--- config.mk ---
export PLATFORM = sky130hd
export DESIGN_NAME = hex_command_memory_loader_top
export DESIGN_NICKNAME = d
export VERILOG_FILES = /design/src/hw/rtl/hcml_pkg.sv /design/src/hw/rtl/hcml_front.sv /design/src/hw/rtl/hcml_queue.sv /design/src/hw/rtl/hcml_back.sv /design/src/hw/rtl/hex_command_memory_loader_top.sv
export SDC_FILE = /design/constraint.sdc
export NUM_CORES = 1
export LEC_CHECK = 0
export ABC_CLOCK_PERIOD_IN_PS = 5700
export BUFFER_PORTS_ARGS = -buffer_cell sky130_fd_sc_hd__buf_4
export CAP_MARGIN = 20
export CORE_ASPECT_RATIO = 0.5
export CORE_MARGIN = 4
export CORE_UTILIZATION = 51
export DETAILED_ROUTE_END_ITERATION = 10
export GPL_ROUTABILITY_DRIVEN = 0
export PLACE_DENSITY_LB_ADDON = 0.2
export SYNTH_ARGS = -nofsm -noshare
export SYNTH_HDL_FRONTEND = slang
export SYNTH_SLANG_ARGS = --single-unit
--- constraint.sdc ---
create_clock -name clk -period 5.7 [get_ports clk]
set_input_delay 0.285 -clock clk [delete_from_list [all_inputs] [get_ports clk]]
set_output_delay 0.285 -clock clk [all_outputs]
set_load 0.03 [all_outputs]
--- src/hw/rtl/hcml_pkg.sv ---
// ----------------------------------------------------------------------------
// hcml_pkg
// Shared types, codes and character helpers of the hex command memory loader.
// ----------------------------------------------------------------------------
package hcml_pkg;

	localparam int ADDR_WIDTH_DEF  = 32;
	localparam int COUNT_WIDTH_DEF = 32;
	localparam int QUEUE_DEPTH     = 4;

	// parser phases
	localparam logic [2:0] PH_MAGIC = 3'd0;
	localparam logic [2:0] PH_CMD   = 3'd1;
	localparam logic [2:0] PH_ADDR  = 3'd2;
	localparam logic [2:0] PH_SIZE  = 3'd3;
	localparam logic [2:0] PH_DHDR  = 3'd4;
	localparam logic [2:0] PH_DATA  = 3'd5;

	// event kinds
	localparam logic [1:0] EV_WRITE  = 2'd0;
	localparam logic [1:0] EV_ERROR  = 2'd1;
	localparam logic [1:0] EV_NODATA = 2'd2;

	// mode codes
	localparam logic [1:0] MODE_NONE = 2'd0;
	localparam logic [1:0] MODE_ONE  = 2'd1;
	localparam logic [1:0] MODE_TWO  = 2'd2;
	localparam logic [1:0] MODE_THR  = 2'd3;

	localparam logic [7:0] CH_A     = 8'h61;
	localparam logic [7:0] CH_B     = 8'h62;
	localparam logic [7:0] CH_C     = 8'h63;
	localparam logic [7:0] CH_D     = 8'h64;
	localparam logic [7:0] CH_F     = 8'h66;
	localparam logic [7:0] CH_UA    = 8'h41;
	localparam logic [7:0] CH_UD    = 8'h44;
	localparam logic [7:0] CH_UF    = 8'h46;
	localparam logic [7:0] CH_UR    = 8'h52;
	localparam logic [7:0] CH_UT    = 8'h54;
	localparam logic [7:0] CH_R     = 8'h72;
	localparam logic [7:0] CH_S     = 8'h73;
	localparam logic [7:0] CH_T     = 8'h74;
	localparam logic [7:0] CH_X     = 8'h78;
	localparam logic [7:0] CH_DOT   = 8'h2e;
	localparam logic [7:0] CH_ZERO  = 8'h30;
	localparam logic [7:0] CH_TWO   = 8'h32;
	localparam logic [7:0] CH_FOUR  = 8'h34;
	localparam logic [7:0] CH_EIGHT = 8'h38;
	localparam logic [7:0] CH_NINE  = 8'h39;
	localparam logic [7:0] HEX_TEN  = 8'd10;

	typedef struct packed {
		logic [1:0] kind;
		logic [7:0] data;
		logic       last;
	} hcml_evt_t;

	// bit 4 set: not a hex digit
	function automatic logic [4:0] hex_value(input logic [7:0] c);
		logic [7:0] v;
		v = 8'd0;
		if (c >= CH_ZERO && c <= CH_NINE) begin
			v = c - CH_ZERO;
			return {1'b0, v[3:0]};
		end
		if (c >= CH_A && c <= CH_F) begin
			v = c - CH_A + HEX_TEN;
			return {1'b0, v[3:0]};
		end
		if (c >= CH_UA && c <= CH_UF) begin
			v = c - CH_UA + HEX_TEN;
			return {1'b0, v[3:0]};
		end
		return 5'h10;
	endfunction

	function automatic logic [7:0] magic_char(input logic [1:0] pos);
		logic [7:0] r;
		unique case (pos)
			2'd0: r = CH_A;
			2'd1: r = CH_B;
			2'd2: r = CH_C;
			default: r = CH_D;
		endcase
		return r;
	endfunction

	function automatic logic [7:0] lit_char(input logic is_addr, input logic [1:0] pos);
		logic [7:0] r;
		unique case (pos)
			2'd0: r = CH_DOT;
			2'd1: r = is_addr ? CH_A : CH_S;
			2'd2: r = CH_ZERO;
			default: r = CH_X;
		endcase
		return r;
	endfunction

	function automatic logic [4:0] addr_digits(input logic [1:0] mode);
		logic [4:0] r;
		unique case (mode)
			MODE_ONE: r = 5'd8;
			MODE_TWO: r = 5'd16;
			default:  r = 5'd0;
		endcase
		return r;
	endfunction

	function automatic logic [4:0] size_digits(input logic [1:0] mode);
		logic [4:0] r;
		unique case (mode)
			MODE_ONE: r = 5'd4;
			MODE_TWO: r = 5'd8;
			MODE_THR: r = 5'd16;
			default:  r = 5'd0;
		endcase
		return r;
	endfunction

endpackage

--- src/hw/rtl/hcml_front.sv ---
// ----------------------------------------------------------------------------
// hcml_front
// Command parser: consumes one character per beat, tracks phase, modes,
// address, size and byte index, and issues write/error/no-data events.
// ----------------------------------------------------------------------------
module hcml_front #(
	parameter int ADDR_WIDTH  = hcml_pkg::ADDR_WIDTH_DEF,
	parameter int COUNT_WIDTH = hcml_pkg::COUNT_WIDTH_DEF
) (
	input  logic                   clk,
	input  logic                   arst_n,
	input  logic                   accept,
	input  logic [7:0]             rx_char,
	output logic                   push,
	output hcml_pkg::hcml_evt_t    push_evt,
	output logic [ADDR_WIDTH-1:0]  push_base,
	output logic [COUNT_WIDTH-1:0] push_index
);

	logic [2:0]             phase_q, phase_d;
	logic [4:0]             pos_q, pos_d, pos_n;
	logic [1:0]             comm_q, comm_d;
	logic [1:0]             amode_q, amode_d;
	logic [1:0]             smode_q, smode_d;
	logic [ADDR_WIDTH-1:0]  base_q, base_d;
	logic [COUNT_WIDTH-1:0] total_q, total_d;
	logic [COUNT_WIDTH-1:0] index_q, index_d;
	logic [3:0]             hi_q, hi_d;
	logic                   nib_q, nib_d;
	logic [4:0]             hv;
	logic [3:0]             hd;
	logic [4:0]             cnt;
	logic                   is_addr;
	logic                   fail;
	logic                   last;

	always_comb begin
		phase_d    = phase_q;
		pos_d      = pos_q;
		comm_d     = comm_q;
		amode_d    = amode_q;
		smode_d    = smode_q;
		base_d     = base_q;
		total_d    = total_q;
		index_d    = index_q;
		hi_d       = hi_q;
		nib_d      = nib_q;
		push       = 1'b0;
		push_evt   = '{kind: hcml_pkg::EV_WRITE, data: 8'd0, last: 1'b0};
		push_base  = '0;
		push_index = '0;
		fail       = 1'b0;
		hv         = hcml_pkg::hex_value(rx_char);
		hd         = hv[4] ? 4'h0 : hv[3:0];
		pos_n      = pos_q + 5'd1;
		is_addr    = (phase_q == hcml_pkg::PH_ADDR);
		cnt        = is_addr ? hcml_pkg::addr_digits(amode_q) : hcml_pkg::size_digits(smode_q);
		last       = (total_q == '0) || (index_q >= total_q - COUNT_WIDTH'(1));
		if (accept) begin
			unique case (phase_q)
				hcml_pkg::PH_CMD: begin
					pos_d = pos_n;
					unique case (pos_q)
						5'd0: begin
							if (rx_char != hcml_pkg::CH_DOT)
								fail = 1'b1;
						end
						5'd1: begin
							if (rx_char == hcml_pkg::CH_T || rx_char == hcml_pkg::CH_UT)
								comm_d = hcml_pkg::MODE_TWO;
							else if (rx_char == hcml_pkg::CH_R || rx_char == hcml_pkg::CH_UR)
								comm_d = hcml_pkg::MODE_ONE;
							else if (rx_char == hcml_pkg::CH_D || rx_char == hcml_pkg::CH_UD)
								comm_d = hcml_pkg::MODE_THR;
						end
						5'd2: begin
							if (rx_char == hcml_pkg::CH_FOUR)
								amode_d = hcml_pkg::MODE_ONE;
							else if (rx_char == hcml_pkg::CH_EIGHT)
								amode_d = hcml_pkg::MODE_TWO;
						end
						5'd3: begin
							if (rx_char != hcml_pkg::CH_X)
								fail = 1'b1;
						end
						default: begin
							if (rx_char == hcml_pkg::CH_TWO)
								smode_d = hcml_pkg::MODE_ONE;
							else if (rx_char == hcml_pkg::CH_FOUR)
								smode_d = hcml_pkg::MODE_TWO;
							else if (rx_char == hcml_pkg::CH_EIGHT)
								smode_d = hcml_pkg::MODE_THR;
							phase_d = hcml_pkg::PH_ADDR;
							pos_d   = 5'd0;
						end
					endcase
				end
				hcml_pkg::PH_ADDR, hcml_pkg::PH_SIZE: begin
					if (pos_q < 5'd4) begin
						if (rx_char != hcml_pkg::lit_char(is_addr, pos_q[1:0]))
							fail = 1'b1;
					end else if (!hv[4]) begin
						if (is_addr)
							base_d = {base_q[ADDR_WIDTH-5:0], hv[3:0]};
						else
							total_d = {total_q[COUNT_WIDTH-5:0], hv[3:0]};
					end
					pos_d = pos_n;
					if (pos_n >= 5'd4 && (pos_n - 5'd4) >= cnt) begin
						phase_d = is_addr ? hcml_pkg::PH_SIZE : hcml_pkg::PH_DHDR;
						pos_d   = 5'd0;
					end
				end
				hcml_pkg::PH_DHDR: begin
					if (pos_q == 5'd0) begin
						if (rx_char != hcml_pkg::CH_DOT)
							fail = 1'b1;
						else
							pos_d = 5'd1;
					end else if (rx_char != hcml_pkg::CH_D) begin
						fail = 1'b1;
					end else begin
						pos_d = 5'd0;
						if (comm_q == hcml_pkg::MODE_TWO) begin
							phase_d = hcml_pkg::PH_DATA;
							index_d = '0;
							nib_d   = 1'b0;
							hi_d    = 4'h0;
						end else begin
							phase_d       = hcml_pkg::PH_MAGIC;
							push          = 1'b1;
							push_evt.kind = hcml_pkg::EV_NODATA;
						end
					end
				end
				hcml_pkg::PH_DATA: begin
					if (!nib_q) begin
						hi_d  = hd;
						nib_d = 1'b1;
					end else begin
						nib_d      = 1'b0;
						push       = 1'b1;
						push_evt   = '{kind: hcml_pkg::EV_WRITE, data: {hi_q, hd}, last: last};
						push_base  = base_q;
						push_index = index_q;
						if (last) begin
							phase_d = hcml_pkg::PH_MAGIC;
							pos_d   = 5'd0;
						end else begin
							index_d = index_q + COUNT_WIDTH'(1);
						end
					end
				end
				default: begin
					if (rx_char != hcml_pkg::magic_char(pos_q[1:0])) begin
						fail = 1'b1;
					end else if (pos_q[1:0] == 2'd3) begin
						phase_d = hcml_pkg::PH_CMD;
						pos_d   = 5'd0;
					end else begin
						phase_d = hcml_pkg::PH_MAGIC;
						pos_d   = {3'd0, pos_q[1:0]} + 5'd1;
					end
				end
			endcase
			if (fail) begin
				phase_d       = hcml_pkg::PH_MAGIC;
				pos_d         = 5'd0;
				push          = 1'b1;
				push_evt      = '{kind: hcml_pkg::EV_ERROR, data: 8'd0, last: 1'b0};
				push_base     = '0;
				push_index    = '0;
			end
		end
	end

	always_ff @(posedge clk or negedge arst_n) begin
		if (!arst_n) begin
			phase_q <= hcml_pkg::PH_MAGIC;
			pos_q   <= 5'd0;
			comm_q  <= hcml_pkg::MODE_NONE;
			amode_q <= hcml_pkg::MODE_NONE;
			smode_q <= hcml_pkg::MODE_NONE;
			base_q  <= '0;
			total_q <= '0;
			index_q <= '0;
			hi_q    <= 4'h0;
			nib_q   <= 1'b0;
		end else begin
			phase_q <= phase_d;
			pos_q   <= pos_d;
			comm_q  <= comm_d;
			amode_q <= amode_d;
			smode_q <= smode_d;
			base_q  <= base_d;
			total_q <= total_d;
			index_q <= index_d;
			hi_q    <= hi_d;
			nib_q   <= nib_d;
		end
	end

endmodule

--- src/hw/rtl/hcml_queue.sv ---
// ----------------------------------------------------------------------------
// hcml_queue
// Small FIFO of parsed events between parser and output stage.
// ----------------------------------------------------------------------------
module hcml_queue #(
	parameter int WIDTH = 8,
	parameter int DEPTH = hcml_pkg::QUEUE_DEPTH
) (
	input  logic             clk,
	input  logic             arst_n,
	input  logic             push,
	input  logic [WIDTH-1:0] push_data,
	output logic             full,
	output logic             head_valid,
	input  logic             pop,
	output logic [WIDTH-1:0] head_data
);

	localparam int PTR_W = (DEPTH > 1) ? $clog2(DEPTH) : 1;
	localparam int CNT_W = $clog2(DEPTH + 1);

	logic [WIDTH-1:0] mem_q [DEPTH];
	logic [PTR_W-1:0] wr_ptr_q;
	logic [PTR_W-1:0] rd_ptr_q;
	logic [CNT_W-1:0] count_q;
	logic             do_push;
	logic             do_pop;

	assign full       = (count_q == CNT_W'(DEPTH));
	assign head_valid = (count_q != '0);
	assign head_data  = mem_q[rd_ptr_q];
	assign do_push    = push && !full;
	assign do_pop     = pop && head_valid;

	always_ff @(posedge clk) begin
		if (do_push)
			mem_q[wr_ptr_q] <= push_data;
	end

	always_ff @(posedge clk or negedge arst_n) begin
		if (!arst_n) begin
			wr_ptr_q <= '0;
			rd_ptr_q <= '0;
			count_q  <= '0;
		end else begin
			if (do_push)
				wr_ptr_q <= (wr_ptr_q == PTR_W'(DEPTH - 1)) ? '0 : wr_ptr_q + PTR_W'(1);
			if (do_pop)
				rd_ptr_q <= (rd_ptr_q == PTR_W'(DEPTH - 1)) ? '0 : rd_ptr_q + PTR_W'(1);
			if (do_push && !do_pop)
				count_q <= count_q + CNT_W'(1);
			else if (do_pop && !do_push)
				count_q <= count_q - CNT_W'(1);
		end
	end

endmodule

--- src/hw/rtl/hcml_back.sv ---
// ----------------------------------------------------------------------------
// hcml_back
// Output stage: forms the write address and holds the result beat until
// the downstream side takes it.
// ----------------------------------------------------------------------------
module hcml_back #(
	parameter int ADDR_WIDTH  = hcml_pkg::ADDR_WIDTH_DEF,
	parameter int COUNT_WIDTH = hcml_pkg::COUNT_WIDTH_DEF
) (
	input  logic                   clk,
	input  logic                   arst_n,
	input  logic                   head_valid,
	output logic                   pop,
	input  hcml_pkg::hcml_evt_t    head_evt,
	input  logic [ADDR_WIDTH-1:0]  head_base,
	input  logic [COUNT_WIDTH-1:0] head_index,
	output logic                   m_axis_tvalid,
	input  logic                   m_axis_tready,
	output logic [39:0]            m_axis_tdata,  // write_address[31:0], write_data[39:32]
	output logic [1:0]             m_axis_tuser,  // event_res
	output logic                   m_axis_tlast
);

	localparam int OUT_W = (ADDR_WIDTH > 32) ? ADDR_WIDTH : 32;

	logic [ADDR_WIDTH-1:0] sum;
	logic [OUT_W-1:0]      sum_ext;
	logic                  valid_q;
	logic [31:0]           addr_q;
	logic [7:0]            data_q;
	logic [1:0]            kind_q;
	logic                  last_q;

	assign sum     = head_base + ADDR_WIDTH'(head_index);
	assign sum_ext = OUT_W'(sum);
	assign pop     = head_valid && (!valid_q || m_axis_tready);

	always_ff @(posedge clk or negedge arst_n) begin
		if (!arst_n) begin
			valid_q <= 1'b0;
		end else if (!valid_q || m_axis_tready) begin
			valid_q <= head_valid;
		end
	end

	always_ff @(posedge clk) begin
		if (pop) begin
			addr_q <= sum_ext[31:0];
			data_q <= head_evt.data;
			kind_q <= head_evt.kind;
			last_q <= head_evt.last;
		end
	end

	assign m_axis_tvalid = valid_q;
	assign m_axis_tdata  = {data_q, addr_q};
	assign m_axis_tuser  = kind_q;
	assign m_axis_tlast  = last_q;

endmodule

--- src/hw/rtl/hex_command_memory_loader_top.sv ---
// ----------------------------------------------------------------------------
// hex_command_memory_loader_top
// Parses hex command text and turns its data part into byte write beats.
// ----------------------------------------------------------------------------
// One character is taken per clock. The parser updates its state in the
// cycle of the beat and posts any write, error or no-data event into a
// four-entry queue; the output stage adds base address and byte index and
// presents the result from its own output register, which holds it until taken. Input is held
// off only while the queue is full, which happens only under output stall.
module hex_command_memory_loader_top #(
	parameter int ADDR_WIDTH  = hcml_pkg::ADDR_WIDTH_DEF,
	parameter int COUNT_WIDTH = hcml_pkg::COUNT_WIDTH_DEF
) (
	input  logic        clk,
	input  logic        arst_n,
	input  logic        s_axis_tvalid,
	output logic        s_axis_tready,
	input  logic [7:0]  s_axis_tdata,   // rx_char
	output logic        m_axis_tvalid,
	input  logic        m_axis_tready,
	output logic [39:0] m_axis_tdata,   // write_address[31:0], write_data[39:32]
	output logic [1:0]  m_axis_tuser,   // event_res
	output logic        m_axis_tlast    // last_byte
);

	localparam int EVT_W = $bits(hcml_pkg::hcml_evt_t);
	localparam int Q_W   = EVT_W + ADDR_WIDTH + COUNT_WIDTH;

	logic                   accept;
	logic                   push;
	hcml_pkg::hcml_evt_t    push_evt;
	logic [ADDR_WIDTH-1:0]  push_base;
	logic [COUNT_WIDTH-1:0] push_index;
	logic                   q_full;
	logic                   head_valid;
	logic                   pop;
	logic [Q_W-1:0]         head_data;
	hcml_pkg::hcml_evt_t    head_evt;
	logic [ADDR_WIDTH-1:0]  head_base;
	logic [COUNT_WIDTH-1:0] head_index;

	assign s_axis_tready = !q_full;
	assign accept        = s_axis_tvalid && s_axis_tready;

	hcml_front #(
		.ADDR_WIDTH  (ADDR_WIDTH),
		.COUNT_WIDTH (COUNT_WIDTH)
	) u_front (
		.clk        (clk),
		.arst_n     (arst_n),
		.accept     (accept),
		.rx_char    (s_axis_tdata),
		.push       (push),
		.push_evt   (push_evt),
		.push_base  (push_base),
		.push_index (push_index)
	);

	hcml_queue #(
		.WIDTH (Q_W),
		.DEPTH (hcml_pkg::QUEUE_DEPTH)
	) u_queue (
		.clk        (clk),
		.arst_n     (arst_n),
		.push       (push),
		.push_data  ({push_base, push_index, push_evt}),
		.full       (q_full),
		.head_valid (head_valid),
		.pop        (pop),
		.head_data  (head_data)
	);

	assign head_evt   = head_data[EVT_W-1:0];
	assign head_index = head_data[EVT_W +: COUNT_WIDTH];
	assign head_base  = head_data[EVT_W + COUNT_WIDTH +: ADDR_WIDTH];

	hcml_back #(
		.ADDR_WIDTH  (ADDR_WIDTH),
		.COUNT_WIDTH (COUNT_WIDTH)
	) u_back (
		.clk           (clk),
		.arst_n        (arst_n),
		.head_valid    (head_valid),
		.pop           (pop),
		.head_evt      (head_evt),
		.head_base     (head_base),
		.head_index    (head_index),
		.m_axis_tvalid (m_axis_tvalid),
		.m_axis_tready (m_axis_tready),
		.m_axis_tdata  (m_axis_tdata),
		.m_axis_tuser  (m_axis_tuser),
		.m_axis_tlast  (m_axis_tlast)
	);

	a_kind_range: assert property (@(posedge clk) disable iff (!arst_n)
		m_axis_tvalid |-> (m_axis_tuser == hcml_pkg::EV_WRITE ||
			m_axis_tuser == hcml_pkg::EV_ERROR || m_axis_tuser == hcml_pkg::EV_NODATA))
		else $error("undefined event kind on output");

	a_last_is_write: assert property (@(posedge clk) disable iff (!arst_n)
		(m_axis_tvalid && m_axis_tlast) |-> (m_axis_tuser == hcml_pkg::EV_WRITE))
		else $error("last marker on a non-write beat");

	a_event_zero_payload: assert property (@(posedge clk) disable iff (!arst_n)
		(m_axis_tvalid && m_axis_tuser != hcml_pkg::EV_WRITE) |->
			(m_axis_tdata == 40'd0 && !m_axis_tlast))
		else $error("error or no-data beat with nonzero payload");

	a_ready_only_on_stall: assert property (@(posedge clk) disable iff (!arst_n)
		!s_axis_tready |-> (m_axis_tvalid && $past(m_axis_tvalid && !m_axis_tready)))
		else $error("input held off without output backpressure");

endmodule
==> impl_summary.md <==
Logic synthesis
The most common cell in the synthesized netlist is sky130_fd_sc_hd__edfxtp_1. The number of enable-type register cells in the synthesized netlist is ~340. The commonest cells after synthesis are sky130_fd_sc_hd__edfxtp_1, sky130_fd_sc_hd__dfrtp_1, sky130_fd_sc_hd__nor2_1. The cell area that synthesis handed to floorplanning was 0.0217 mm².

The biggest area contributor in the post-synthesis netlist is sky130_fd_sc_hd__edfxtp_1. The most common flop cell mapped by yosys is sky130_fd_sc_hd__edfxtp_1. The area share of the leading cell type in the synthesized netlist is 47.4%.

The share of flip-flops with an asynchronous set or reset after synthesis is 26.4%. The average cell area after synthesis is about 14 µm². The cell count after synthesis is between 1500 and 2000. Ranked by total cell area, the synthesized netlist is headed by sky130_fd_sc_hd__edfxtp_1, sky130_fd_sc_hd__dfrtp_1, sky130_fd_sc_hd__mux4_2. In this run, distinct cell masters in the synthesized netlist total 83. After synthesis, flip-flops and latches occupy roughly three fifths of the total area. Yosys printed 0 warnings. Counting every net in the synthesized netlist gives around 1600. The synthesized flop and latch total is ~470.

Power
The static leakage is 9.52 nW. In this run the power density over the cells is roughly 480 mW/mm². The peak ir drop on the vdd network is between 0.0002 and 0.00025 V.

Finish
After the flow finishes, the layout carries non-filler instances totaling approximately 2200. In the final layout, the share of cells above drive strength 1 is 19.5%. The fill cell instance count of the final layout is between 3000 and 4000. Compared with the post-synthesis result, the final layout area differs by 11.6%. The count of antenna diodes in the layout is 0. The number of nets in the finished design is between 1500 and 2000.

Clocking
At the later pin of the worst-skew pair, clock insertion delay measures between 0.5 and 0.6 ns. No sink is reached through more buffers than the 3 on the longest clock path. The total CTS buffers is 42. The clock input transition at the sequential cells of the worst setup and hold paths is approximately 0.070 ns. The number of gates resized after CTS was 0.

CTS saw approximately 470 sinks. In this run the number of H-tree levels came out at 2. The clock tree from TritonCTS is yes.

For this design, the CTS-stage hold fixing added 2 buffers. CTS placed an instance of sky130_fd_sc_hd__clkbuf_16 at the clock tree root. The number of buffers inserted to repair setup after CTS is 0.

Placed design
Once detailed placement completed, the half-perimeter wirelength came to 31200 µm. During placement, the flow inserted port buffers numbering between 50 and 60. The number of placed cells counting well taps is around 2100.

Global routing
The global-route wire length before repair is about 74000 µm. Entering global routing, the biggest net connects between 70 and 80 pins. Summed over all layers, the global routing overflow is 0.

The number of global-route vias before repair is ~13000. Global routing used roughly a fifth of the available tracks. The initial antenna violation count came to 1.

Die
The count of boundary I/O pins is 57. The number of placement rows is 53. Measured along the y axis, the die boundary spans 154 µm. The starting density of the core is between 50% and 60%. From left edge to right edge, the die measures between 200 and 300 µm. The die area is between 0.04 and 0.05 mm².

The core region is approximately 0.042 mm².

Hold path
The path class of the tightest hold or removal check is input port to flip-flop. Along the worst hold path, the cell count comes to 2.

Worst setup path
The endpoint class of the critical path is a flip-flop. The critical path startpoint category is a flip-flop. The required time of the critical path is 6.01 ns. For the worst flop-to-flop path, the logic depth is 11. Data arrives at the worst endpoint at between 5 and 6 ns. Along the worst path, the maximum fanout reaches 31. The critical path class is flip-flop to flip-flop.

STA
The number of hold violations in the final report is 0. Setup violations remaining at the end of the flow were counted as 0. After layout, the worst path uses 87.0% of the clock period. The max-slew violation count came to 0.

Measured against its own limit, the worst slew margin works out to a little over a quarter. Setup repair after global routing left no endpoint under its margin. Derived from the worst setup path, the maximum achievable clock frequency is about 200 MHz. The transition time at the pin with the least slew margin is about 1.1 ns. The final-layout setup total negative slack is 0 ns. Clock skew on the completed layout was measured at around 0.022 ns. The smallest clock period supported by the final layout is computed as slightly below 5 ns.

Drt
The number of vias per cell is a little under 6. Dividing the detail-routed wire length by the instance count gives about 21 µm. Summed over all layers, the routed wires come to ~46000 µm. The DRC violation total after the first TritonRoute iteration is approximately 1100. The number of vias in the routed layout is about 13000. The number of nets still failing antenna checks after routing is 0. In the routed design, unresolved DRC markers number 0. The first TritonRoute pass finished after 4 iterations.

Run
Across the run, the number of max-cap violations was 0.

Status
The flow ran to the end, and the final reports show no timing, DRC or antenna violations.
## metrics by stage
step	hold WS (ns)	utilization, %	worst slack [ns]	area (µm²)	power, mW
floorplan	-0.0106	-	1.35	21700	7.80
CTS	0.0231	57.7	0.800	24300	11.9
detailed placement	0.471	54.5	0.814	22900	9.07
finish	0.0509	57.7	0.740	24300	11.7
global placement	0.461	54.5	0.881	22900	8.96
global route	0.0555	57.7	0.407	24300	12.4
## state kept, by name, indices dropped and copies added, names as in the netlist, 2 cells and up
register	count
u_front.index_q	32
u_front.pos_q	5
u_back.addr_q	32
u_front.smode_q	2
u_queue.wr_ptr_q	2
u_front.comm_q	2
u_front.base_q	32
u_front.amode_q	2
u_front.total_q	32
u_front.phase_q	3
u_queue.rd_ptr_q	2
u_queue.count_q	3
u_back.m_axis_tuser	2
u_queue.mem_q	300
u_back.data_q	8
u_front.hi_q	4
## cells by family (layout without fill, tap and decap cells)
logic type,after synthesis,in the layout,share of synthesized area (%)
XOR/XNOR,100,100,4.03
buffers and inverters,95,204,1.72
flip-flops,466,466,61.5
AO/OA/AOI/OAI,216,216,6.55
AND/OR/NAND/NOR,407,407,10.1
multiplexers,137,137,10.9
adder cells (fa/ha/maj),88,88,5.13
## cell type report
cell class                      count  area [µm²]  share of cell area, %
Sequential cell                   466       13400                   55.1
Multi-Input combinational cell    948        8020                   33.0
Clock buffer                       57        1180                   4.86
Tap cell                          577         722                   2.97
Timing Repair Buffer               82         633                   2.61
Inverter                           45         169                  0.696
Clock inverter                     20         166                  0.686
## placed cells by master (no fill, tap or decap), types with 6 or more instances in the layout
cell / n
sky130_fd_sc_hd__xor2_1: 33
sky130_fd_sc_hd__o31ai_1: 7
sky130_fd_sc_hd__nor3_1: 26
sky130_fd_sc_hd__and3_1: 9
sky130_fd_sc_hd__ha_1: 86
sky130_fd_sc_hd__dfrtp_1: 121
sky130_fd_sc_hd__a21boi_0: 6
sky130_fd_sc_hd__nand2b_1: 11
sky130_fd_sc_hd__edfxtp_1: 343
sky130_fd_sc_hd__nand2_1: 71
sky130_fd_sc_hd__and4_1: 7
sky130_fd_sc_hd__nor4_1: 20
sky130_fd_sc_hd__o21ai_0: 41
sky130_fd_sc_hd__inv_1: 45
sky130_fd_sc_hd__clkbuf_16: 43
sky130_fd_sc_hd__mux2_2: 62
sky130_fd_sc_hd__a21oi_1: 67
sky130_fd_sc_hd__clkbuf_1: 9
sky130_fd_sc_hd__buf_4: 79
sky130_fd_sc_hd__xnor2_1: 67
sky130_fd_sc_hd__clkinv_2: 7
sky130_fd_sc_hd__a21o_1: 23
sky130_fd_sc_hd__nor2_1: 99
sky130_fd_sc_hd__nand3_1: 25
sky130_fd_sc_hd__or2_2: 6
sky130_fd_sc_hd__a31oi_1: 8
sky130_fd_sc_hd__mux4_2: 74
sky130_fd_sc_hd__nand4_1: 13
sky130_fd_sc_hd__nor3b_1: 8
sky130_fd_sc_hd__o21a_1: 7
sky130_fd_sc_hd__and2_1: 65
## worst paths after layout
path | from | to | slack (ns)
setup / recovery | u_queue.rd_ptr_q[0] | u_back.addr_q[31] | 0.74
setup reg to reg | u_queue.rd_ptr_q[0] | u_back.addr_q[31] | 0.74
max in group asynchronous | arst_n | u_queue.rd_ptr_q[0] | 3.94
min in group asynchronous | arst_n | u_front.base_q[31] | 0.41
hold reg to reg | u_front.hi_q[0] | u_front.hi_q[0] | 0.49
hold / removal | s_axis_tdata[3] | u_front.amode_q[0] | 0.05
## worst max-delay path: stages (launching register included)
cell and delay (ns):
sky130_fd_sc_hd__dfrtp_4 0.83, sky130_fd_sc_hd__mux4_2 0.61, sky130_fd_sc_hd__ha_1 0.41, sky130_fd_sc_hd__and4_1 0.32, sky130_fd_sc_hd__nor4bb_1 0.70, sky130_fd_sc_hd__a211oi_1 0.14, sky130_fd_sc_hd__buf_4 0.19, sky130_fd_sc_hd__o2111ai_1 0.37
sky130_fd_sc_hd__a2111oi_0 0.22, sky130_fd_sc_hd__o41ai_1 0.54, sky130_fd_sc_hd__a21oi_1 0.19, sky130_fd_sc_hd__xnor2_1 0.16
## where the power goes
part	switching (mW)	internal, mW
registers	0.248	4.47
clock network	1.25	1.51
logic	2.44	1.81
total	3.94	7.79
## layer usage
metal	GRT usage, %	part of all wire (%)	up-vias
li1	-	-	5911
met3	3.63	5.2	55
met4	3.86	1.5	0
met5	0	0	-
met2	31.8	45	321
met1	30.5	48	6532
Power figures use the tool's default switching activity.
